## src/rtl/core/lfc_pkg.sv

```systemverilog
package lfc_pkg;

   // role of a byte within the frame, also the tracker state
   typedef enum logic [2:0] {
      ROLE_CMD0   = 3'd0,
      ROLE_CMD1   = 3'd1,
      ROLE_LEN    = 3'd2,
      ROLE_DATA   = 3'd3,
      ROLE_SUM_HI = 3'd4,
      ROLE_SUM_LO = 3'd5
   } role_type;

   localparam int unsigned ByteWidth = 8;
   localparam int unsigned SumWidth  = 16;

   typedef logic [ByteWidth-1:0] byte_type;
   typedef logic [SumWidth-1:0]  sum_type;

   // one tagged result item
   typedef struct packed {
      byte_type byte_value;
      role_type byte_role;
      logic     frame_end;
      logic     checksum_ok;
   } rsp_type;

endpackage

```

## src/rtl/core/lfc_req_if.sv

```systemverilog
interface lfc_req_if import lfc_pkg::*; ();
   logic     valid;
   logic     ready;
   byte_type rx_byte;

   modport source (output valid, output rx_byte, input ready);
   modport sink (input valid, input rx_byte, output ready);
endinterface

```

## src/rtl/core/lfc_rsp_if.sv

```systemverilog
interface lfc_rsp_if import lfc_pkg::*; ();
   logic     valid;
   logic     ready;
   byte_type byte_value;
   role_type byte_role;
   logic     frame_end;
   logic     checksum_ok;

   modport source (output valid, output byte_value, output byte_role,
                   output frame_end, output checksum_ok, input ready);
   modport sink (input valid, input byte_value, input byte_role,
                 input frame_end, input checksum_ok, output ready);
endinterface

```

## src/rtl/core/lfc_tracker.sv

```systemverilog
module lfc_tracker import lfc_pkg::*; (
   input  logic     clock,
   input  logic     reset,
   input  logic     step,
   input  byte_type rx_byte,
   output rsp_type  result
);

   role_type phase_ff, phase_in;
   byte_type left_ff, left_in;
   sum_type  sum_ff, sum_in;
   byte_type high_ff, high_in;

   always_ff @(posedge clock) begin
      if (reset) begin
         phase_ff <= ROLE_CMD0;
         left_ff  <= '0;
         sum_ff   <= '0;
         high_ff  <= '0;
      end else if (step) begin
         phase_ff <= phase_in;
         left_ff  <= left_in;
         sum_ff   <= sum_in;
         high_ff  <= high_in;
      end
   end

   always_comb begin
      phase_in           = phase_ff;
      left_in            = left_ff;
      sum_in             = sum_ff + sum_type'(rx_byte);
      high_in            = high_ff;
      result.byte_value  = rx_byte;
      result.byte_role   = ROLE_CMD0;
      result.frame_end   = 1'b0;
      result.checksum_ok = 1'b0;
      case (phase_ff)
         ROLE_CMD1: begin
            result.byte_role = ROLE_CMD1;
            phase_in         = ROLE_LEN;
         end
         ROLE_LEN: begin
            result.byte_role = ROLE_LEN;
            left_in          = rx_byte;
            phase_in         = (rx_byte == '0) ? ROLE_SUM_HI : ROLE_DATA;
         end
         ROLE_DATA: begin
            result.byte_role = ROLE_DATA;
            left_in          = left_ff - byte_type'(1);
            if (left_ff == byte_type'(1)) begin
               phase_in = ROLE_SUM_HI;
            end
         end
         ROLE_SUM_HI: begin
            result.byte_role = ROLE_SUM_HI;
            sum_in           = sum_ff;
            high_in          = rx_byte;
            phase_in         = ROLE_SUM_LO;
         end
         ROLE_SUM_LO: begin
            result.byte_role   = ROLE_SUM_LO;
            result.frame_end   = 1'b1;
            result.checksum_ok = ({high_ff, rx_byte} == sum_ff);
            sum_in             = '0;
            left_in            = '0;
            phase_in           = ROLE_CMD0;
         end
         default: begin
            // first command byte, also the unreachable codes
            result.byte_role = ROLE_CMD0;
            sum_in           = sum_type'(rx_byte);
            left_in          = '0;
            phase_in         = ROLE_CMD1;
         end
      endcase
   end

endmodule

```

## src/rtl/core/length_prefixed_frame_checker_unit.sv

```systemverilog
// Frame checker for a received byte stream: two command bytes, a length byte L, L payload
// bytes and a big-endian 16-bit checksum equal to the wrapping sum of the command, length
// and payload bytes. Every accepted item gives exactly one result item carrying the byte,
// its role (0 first command, 1 second command, 2 length, 3 payload, 4 checksum high,
// 5 checksum low), frame_end on the checksum low byte and checksum_ok there when the sums
// agree (0 on every other byte). There is no resynchronisation: a lost or extra byte shifts
// the roles of all that follow. Throughput is one item per clock while the result is not
// stalled; an accepted item goes through an input register and then a result register, with
// the role tracker in between. While a result waits the input register still takes one more
// item, after that the input stalls until the result is taken.
module length_prefixed_frame_checker_unit import lfc_pkg::*; (
   input logic          clock,
   input logic          reset,
   lfc_req_if.sink      req_chan,
   lfc_rsp_if.source    rsp_chan
);

   // input register
   logic     in_valid_ff, in_valid_in;
   byte_type in_byte_ff;

   // result register
   logic     out_valid_ff, out_valid_in;
   rsp_type  out_ff;

   rsp_type  result;
   logic     advance;
   logic     step;

   // result register free or being emptied this cycle
   assign advance        = !out_valid_ff || rsp_chan.ready;
   assign step           = in_valid_ff && advance;
   assign req_chan.ready = !in_valid_ff || advance;

   always_comb begin
      in_valid_in = in_valid_ff;
      if (req_chan.valid && req_chan.ready) begin
         in_valid_in = 1'b1;
      end else if (advance) begin
         in_valid_in = 1'b0;
      end
      out_valid_in = advance ? in_valid_ff : out_valid_ff;
   end

   always_ff @(posedge clock) begin
      if (reset) begin
         in_valid_ff  <= 1'b0;
         out_valid_ff <= 1'b0;
      end else begin
         in_valid_ff  <= in_valid_in;
         out_valid_ff <= out_valid_in;
      end
   end

   // payload registers, no reset needed
   always_ff @(posedge clock) begin
      if (req_chan.valid && req_chan.ready) begin
         in_byte_ff <= req_chan.rx_byte;
      end
      if (step) begin
         out_ff <= result;
      end
   end

   // frame state and per-byte tagging
   lfc_tracker u_tracker (
      .clock   (clock),
      .reset   (reset),
      .step    (step),
      .rx_byte (in_byte_ff),
      .result  (result)
   );

   assign rsp_chan.valid       = out_valid_ff;
   assign rsp_chan.byte_value  = out_ff.byte_value;
   assign rsp_chan.byte_role   = out_ff.byte_role;
   assign rsp_chan.frame_end   = out_ff.frame_end;
   assign rsp_chan.checksum_ok = out_ff.checksum_ok;

   // frame end marks exactly the checksum low byte
   a_end_on_sum_lo : assert property (@(posedge clock) disable iff (reset)
      rsp_chan.valid |-> (rsp_chan.frame_end == (rsp_chan.byte_role == ROLE_SUM_LO)))
      else $error("frame_end does not match checksum low role");

   // a match is only reported at frame end
   a_ok_only_at_end : assert property (@(posedge clock) disable iff (reset)
      (rsp_chan.valid && rsp_chan.checksum_ok) |-> rsp_chan.frame_end)
      else $error("checksum_ok outside frame end");

   // a buffered input item never gets dropped while the output stalls
   a_input_held : assert property (@(posedge clock) disable iff (reset)
      (in_valid_ff && out_valid_ff && !rsp_chan.ready) |=> (in_valid_ff && out_valid_ff))
      else $error("item lost during output stall");

endmodule

```

## src/flat_wrapper.sv

```systemverilog
// flat-port wrapper written by rule: the top's interface ports become plain ports
module length_prefixed_frame_checker_unit_flat import lfc_pkg::*;
  (clock, reset, req_chan_valid, req_chan_rx_byte, req_chan_ready, rsp_chan_valid, rsp_chan_byte_value, rsp_chan_byte_role, rsp_chan_frame_end, rsp_chan_checksum_ok, rsp_chan_ready);
  lfc_req_if req_chan_i ();
  lfc_rsp_if rsp_chan_i ();
  input logic clock;
  input logic reset;
  input wire logic [$bits(req_chan_i.valid)-1:0] req_chan_valid;
  input wire logic [$bits(req_chan_i.rx_byte)-1:0] req_chan_rx_byte;
  output wire logic [$bits(req_chan_i.ready)-1:0] req_chan_ready;
  output wire logic [$bits(rsp_chan_i.valid)-1:0] rsp_chan_valid;
  output wire logic [$bits(rsp_chan_i.byte_value)-1:0] rsp_chan_byte_value;
  output wire logic [$bits(rsp_chan_i.byte_role)-1:0] rsp_chan_byte_role;
  output wire logic [$bits(rsp_chan_i.frame_end)-1:0] rsp_chan_frame_end;
  output wire logic [$bits(rsp_chan_i.checksum_ok)-1:0] rsp_chan_checksum_ok;
  input wire logic [$bits(rsp_chan_i.ready)-1:0] rsp_chan_ready;
  assign req_chan_i.valid = req_chan_valid;
  assign req_chan_i.rx_byte = req_chan_rx_byte;
  assign req_chan_ready = req_chan_i.ready;
  assign rsp_chan_valid = rsp_chan_i.valid;
  assign rsp_chan_byte_value = rsp_chan_i.byte_value;
  assign rsp_chan_byte_role = rsp_chan_i.byte_role;
  assign rsp_chan_frame_end = rsp_chan_i.frame_end;
  assign rsp_chan_checksum_ok = rsp_chan_i.checksum_ok;
  assign rsp_chan_i.ready = rsp_chan_ready;
  length_prefixed_frame_checker_unit u_core (.clock(clock), .reset(reset), .req_chan(req_chan_i), .rsp_chan(rsp_chan_i));
endmodule
```

## config.mk

```make
export PLATFORM = sky130hd
export DESIGN_NAME = length_prefixed_frame_checker_unit_flat
export DESIGN_NICKNAME = d
export VERILOG_FILES = /design/src/rtl/core/lfc_pkg.sv /design/src/rtl/core/lfc_req_if.sv /design/src/rtl/core/lfc_rsp_if.sv /design/src/rtl/core/lfc_tracker.sv /design/src/rtl/core/length_prefixed_frame_checker_unit.sv /design/src/flat_wrapper.sv
export SDC_FILE = /design/constraint.sdc
export NUM_CORES = 1
export LEC_CHECK = 0
export ABC_AREA = 1
export ABC_CLOCK_PERIOD_IN_PS = 4900
export BUFFER_PORTS_ARGS = -buffer_cell sky130_fd_sc_hd__buf_2
export CAP_MARGIN = 20
export CORE_ASPECT_RATIO = 0.7
export CORE_MARGIN = 8
export CORE_UTILIZATION = 25
export CTS_BUF_LIST = sky130_fd_sc_hd__clkbuf_8
export CTS_CLUSTER_SIZE = 30
export DETAILED_ROUTE_END_ITERATION = 8
export PLACE_DENSITY_LB_ADDON = 0.08
export SYNTH_ARGS = -nofsm -noshare
export SYNTH_HDL_FRONTEND = slang
export SYNTH_SLANG_ARGS = --single-unit
```

## constraint.sdc

```tcl
create_clock -name clock -period 4.9 [get_ports clock]
set_clock_uncertainty 0.05 [all_clocks]
set_input_delay 0.98 -clock clock [delete_from_list [all_inputs] [get_ports clock]]
set_output_delay 0.98 -clock clock [all_outputs]
set_load 0.005 [all_outputs]
```

# Word level (Yosys, flattened, before mapping)
# Cells that the tools add are included.
dict set report op_classes {
  bitwise 2
  muxes 9
  add_sub_neg 2
  n_reduce_logical 14
  n_eq_ne 8
}
# operator n
set ops {}
lappend ops {{$pmux W16 S3} 1}
lappend ops {{$pmux W3 S5} 2}
lappend ops {{$pmux W8 S3} 1}
lappend ops {{$add A16 B8 Y16} 1}
lappend ops {{$eq A16 B16 Y1} 1}
lappend ops {{$eq A8 B1 Y1 const B} 1}
lappend ops {{$logic_not A8 Y1} 1}
lappend ops {{$reduce_and A2 Y1} 4}
lappend ops {{$sub A8 B1 Y8 const B} 1}
lappend ops {{$eq A3 B2 Y1 const B} 2}
lappend ops {{$eq A3 B3 Y1 const B} 2}
lappend ops {{$mux W3} 2}
lappend ops {{$eq A3 B1 Y1 const B} 1}
lappend ops {{$reduce_or A3 Y1} 1}
lappend ops {{$logic_and A1 B1 Y1} 2}
lappend ops {{$logic_not A1 Y1} 2}
lappend ops {{$logic_or A1 B1 Y1} 2}
lappend ops {{$mux W1} 2}
lappend ops {{$mux W2} 1}
lappend ops {{$ne A2 B2 Y1 const B} 1}
lappend ops {{$not A1 Y1} 2}
lappend ops {{$reduce_bool A2 Y1} 1}
lappend ops {{$reduce_or A2 Y1} 1}
dict set report totals {
  register_bits 58
  inputBits 12
  wordCells 46
  out_inout_bits 15
}

# Depth between registers and ports, before layout
dict set report depth {
  word_depth 5
  mapped_depth 11
  depth_no_buf 11
}

# Modules after synthesis
# A second synthesis with hierarchy kept.
dict set report hier_totals {
  cells_unflattened 422
  area_unflattened_um2 3170.5
}
# mod area_per_inst_um2 cells_each n_inst seq_area_each_um2
set modules_own_cells {}
lappend modules_own_cells {lfc_tracker 2448.6 389 1 700.7}
lappend modules_own_cells {length_prefixed_frame_checker_unit 721.9 33 1 670.6}

# Least setup slack after synthesis
# No wires, ideal clock.
dict set report synth_timing {
  path_kind {input to register}
  start {input port rsp_chan_ready}
  end {register u_core.u_tracker.sum_ff[10]}
  slack_ps 2553
  t_arrival_ps 2176
  path_stages 9
  setup_ps 122
  required_ps 4728
  path_buffers 0
  path_cell_list {inv_1 nand2_1 nand2_4 inv_1 nand2_2 o21ai_2 inv_2 o21ai_0 a21oi_2}
}
dict set report synth_via {
  elab_chain_cells 3
}
# item line
set synth_rtl {}
lappend synth_rtl {{start: declaration} flat_wrapper.sv:16} ;# input wire logic [$bits(rsp_chan_i.ready)-1:0] rsp_chan_ready;
lappend synth_rtl {{$logic_or A1 B1 Y1} length_prefixed_frame_checker_unit.sv:31} ;# assign advance = !out_valid_ff || rsp_chan.ready;
lappend synth_rtl {{$logic_and A1 B1 Y1} length_prefixed_frame_checker_unit.sv:32} ;# assign step = in_valid_ff && advance;
lappend synth_rtl {{net u_core.step} length_prefixed_frame_checker_unit.sv:28} ;# logic step;
lappend synth_rtl {{$reduce_and A2 Y1 (no line)} n/a}
lappend synth_rtl {{end signal: assignment} lfc_tracker.sv:23} ;# sum_ff <= sum_in;
lappend synth_rtl {{end: declaration} lfc_tracker.sv:11} ;# sum_type sum_ff, sum_in;
# The timed path passes the listed nets, and every way through them passes these cells.
# A chain may end at the register's enable or synchronous reset.

# Worst setup path in the final report
# Same ends and word-level chain as after synthesis.

==> results.md <==
- CP arrival: roughly 2.8 ns
- Post-synthesis xor/xnor area fraction: 1.367%
- DRT antenna net count: 0
- #FFs+latches synth: 58
- Std-Cell Rows: 34
- Slew headroom: 44.83%
- Die height: between 100 and 150 microns
- Final hold vios: 0
- Worst hold stages: 2
- Data required time of the worst path: 5.09 ns
- Top-count cell post-synth: nand2_1
- Synth cell count leaders: nand2_1, inv_1, a21oi_1
- Vias in the first global route: about 2,800
- Post-Syn Area: 3204 sq um
- Top cells by area, synth: dfxtp_1, edfxtp_1, nand2_1, inv_1, a21oi_1
- Min cycle time layout: ~2.6 ns
- Worst Reg-to-Reg Cells: 10
- Busiest layer in global routing: met2
- Post-synthesis sequential area ratio: 42.80%
- Final Max Slew Viols: 0
- Highest net fanout along the worst path: 15
- Worst-path clk slew: 0.07 ns
- Hold buffer count at cts: 0
- Lkg Pwr: 1.587 nW
- Avg Inst Size Synth: 7.873 sq um
- Synth Net Count: 433
- Number of distinct library cells after synthesis: 37
- Cells after Synth: between 400 and 500
- Worst Tran Pin Value: 0.8245 ns
- Nets@finish: 465
- ANT cells: 0
- RSZ-0062 raised after global routing: no
- FMAX: 0.3879 GHz
- Detailed Routing Iterations Pass 1: 4
- CP Capture Type: flop
- Post-Synth Adder-Cell Area: between 5 and 6%
- Setup ws final: between 2 and 2.5 ns
- WL/cell: 15.21 microns
- Total die area: 16,750 sq um
- Vias per std cell: 4.622
- Pwr/cell area: 308.0 nW/um^2
- Worst skew pair latency: ~0.35 ns
- Simple-Gate Fraction of Synth Area: between 20 and 30%
- Antenna violations before repair: 0
- Final HPWL DP: between 6 and 7 mm
- Setup TNS: 0 ns
- H-tree depth: 3
- Post-Place Worst Slack: 1.942 ns
- Grt met1 use: around 16%
- Die width: 151.3 microns
- Met2 usage: 16.63%
- Post-synthesis mux area share: 0%
- DRC violations left: 0
- Main combinational cell family by area after synthesis: simple AND/OR/NAND/NOR gates
- Initial DRC count: 167
- Starting Density: 25.71%
- Final Power: 0.001136 W
- R2R Path Start: u_core.in_byte_ff[0]$_DFFE_PP_
- Core Footprint: 12,460 sq um
- Reg2Reg Setup Slack: roughly 2.7 ns
- RD Place Congestion: 0.7691
- Critical R2R Capture: u_core.u_tracker.sum_ff[14]$_SDFFE_PP0P_
- Largest net degree at the start of global routing: 21
- Routed wire length: 9.215 mm
- Vias: 2,801
- Resized cells post-CTS: 0
- YS warnings: 0
- CP Launch Type: primary input
- Hold Path Sink: u_core.u_tracker.left_ff[7]$_SDFFE_PP0P_
- Period Utilization, post-route: 52.61%
- Final setup violation count: 0
- Leading area contributor after synthesis: dfxtp_1
- Main flop type after synthesis: dfxtp_1
- First-pass GRT wire length: 15.00 mm
- Setup CP Type: in2reg
- Port-buffer cells: 26
- Io pins: 27
- CTS root buffer: clkbuf_8
- Fin area: 3690 sq um
- Area delta synth->final: 15.15%
- Overall Global Routing Usage: 11.69%
- Post-synth top area share: about 23%
- Final core occ: 29.60%
- Min-delay src: u_core.u_tracker.left_ff[7]$_SDFFE_PP0P_
- Routing usage on met3: 3.956%
- Clock buffer depth: 2
- Max Cap Viol: 0
- Grt total ovfl: 0
- Number of synthesized flops with an enable pin: 21
- Fraction of layout cells with a size suffix above 1: around 14%
- Setup Fix Bufs, Post-CTS: 0
- Fraction of synthesis flops using an asynchronous set or reset pin: 0%
- Dpl cell area: approximately 3500 sq um
- Outcome: finished, final reports clean
- Clk sinks: 58
- CTS tree: yes
- Hold crit path type: reg2reg
- Max IR drop VDD: 115.4 uV
- Compound-Gate Fraction of Synth Area: between 10% and 20%
- Total CTS buffers: 9
==> flip-flops by register name (all words and copies together), names as in the netlist <==
name / cells
u_core.in_byte_ff: 8
u_core.u_tracker.left_ff: 8
u_core.rsp_chan.checksum_ok: 1
u_core.rsp_chan.valid: 1
u_core.in_valid_ff: 1
u_core.u_tracker.high_ff: 8
u_core.rsp_chan.byte_role: 3
u_core.u_tracker.phase_ff: 3
u_core.u_tracker.sum_ff: 16
u_core.rsp_chan.byte_value: 8
u_core.rsp_chan.frame_end: 1
==> routing by layer <==
metal  routed length [microns]  part of all wire (%)
met1                      4849                    53
met2                      3795                    41
met3                       486                   5.3
met4                        84                  0.91
met5                         0                     0
==> worst max path at each step <==
stage / depth (start not counted) / start / to
6_report: 10 / rsp_chan_ready / u_core.u_tracker.sum_ff[10]$_SDFFE_PP0P_
3_5_place_dp: 10 / rsp_chan_ready / u_core.u_tracker.sum_ff[10]$_SDFFE_PP0P_
2_1_floorplan: 9 / rsp_chan_ready / u_core.u_tracker.sum_ff[10]$_SDFFE_PP0P_
5_1_grt: 10 / rsp_chan_ready / u_core.u_tracker.sum_ff[10]$_SDFFE_PP0P_
4_1_cts: 10 / rsp_chan_ready / u_core.u_tracker.sum_ff[10]$_SDFFE_PP0P_
3_3_place_gp: 10 / rsp_chan_ready / u_core.u_tracker.sum_ff[10]$_SDFFE_PP0P_
==> placed cells by master, fill, tap and decap left out, types with 2 or more instances in the layout <==
cell	instances
nand2_4	4
clkinv_1	3
a21oi_1	38
inv_1	52
nor3_1	6
clkbuf_8	9
buf_2	26
o21ai_2	2
ha_1	13
o22ai_1	3
inv_2	4
nor2_8	2
a22oi_1	2
a21oi_2	3
nor2_1	33
dfxtp_1	37
nand2_2	3
xor2_1	2
o21ai_0	18
nand3_1	35
bufinv_16	2
o21ai_1	8
nand4_1	7
edfxtp_1	21
xnor2_1	3
nand3b_1	2
nor2_4	2
nand2_1	93
==> worst max-delay path, stage by stage <==
cell,delay [ns]
buf_2,0.07
inv_1,0.03
nand2_1,0.13
nand2_4,0.10
inv_1,0.52
nand2_2,0.35
o21ai_2,0.33
inv_2,0.11
o21ai_0,0.11
a21oi_2,0.04
==> cell type report <==
class                   instances  area (sq um)
clock inverters                 7         83.83
fillers                      1370          8775
multi-input cells             287          1562
clock buffers                   9         123.9
flip-flops and latches         58          1371
well taps                     162         202.7
inverters                      57         216.5
repair buffers                 26         130.1
==> power breakdown <==
group          leakage [nW]  switching (W)  internal (W)
Sequential            0.501      0.0000146      0.000516
Combinational         0.984      0.0000848     0.0000382
Clock                 0.102       0.000203      0.000280
Total                  1.59       0.000302      0.000834
==> through the flow <==
step                      std cells  hold slack, ns
after floorplan                 407          0.4023
after global placement          590          0.4236
after detailed placement        590          0.4284
after CTS                       606          0.4402
after global routing            606          0.4676
final                           606          0.4362
==> cell families after synthesis <==
kind of cell / Yosys count
AOI/OAI and AO/OA: 78
xor gates and xnor gates: 5
adders and majority gates: 14
buffers and inverters: 62
DFF: 58
and+or+nand+nor: 190
Note: power is estimated with default switching activity, not from simulation.
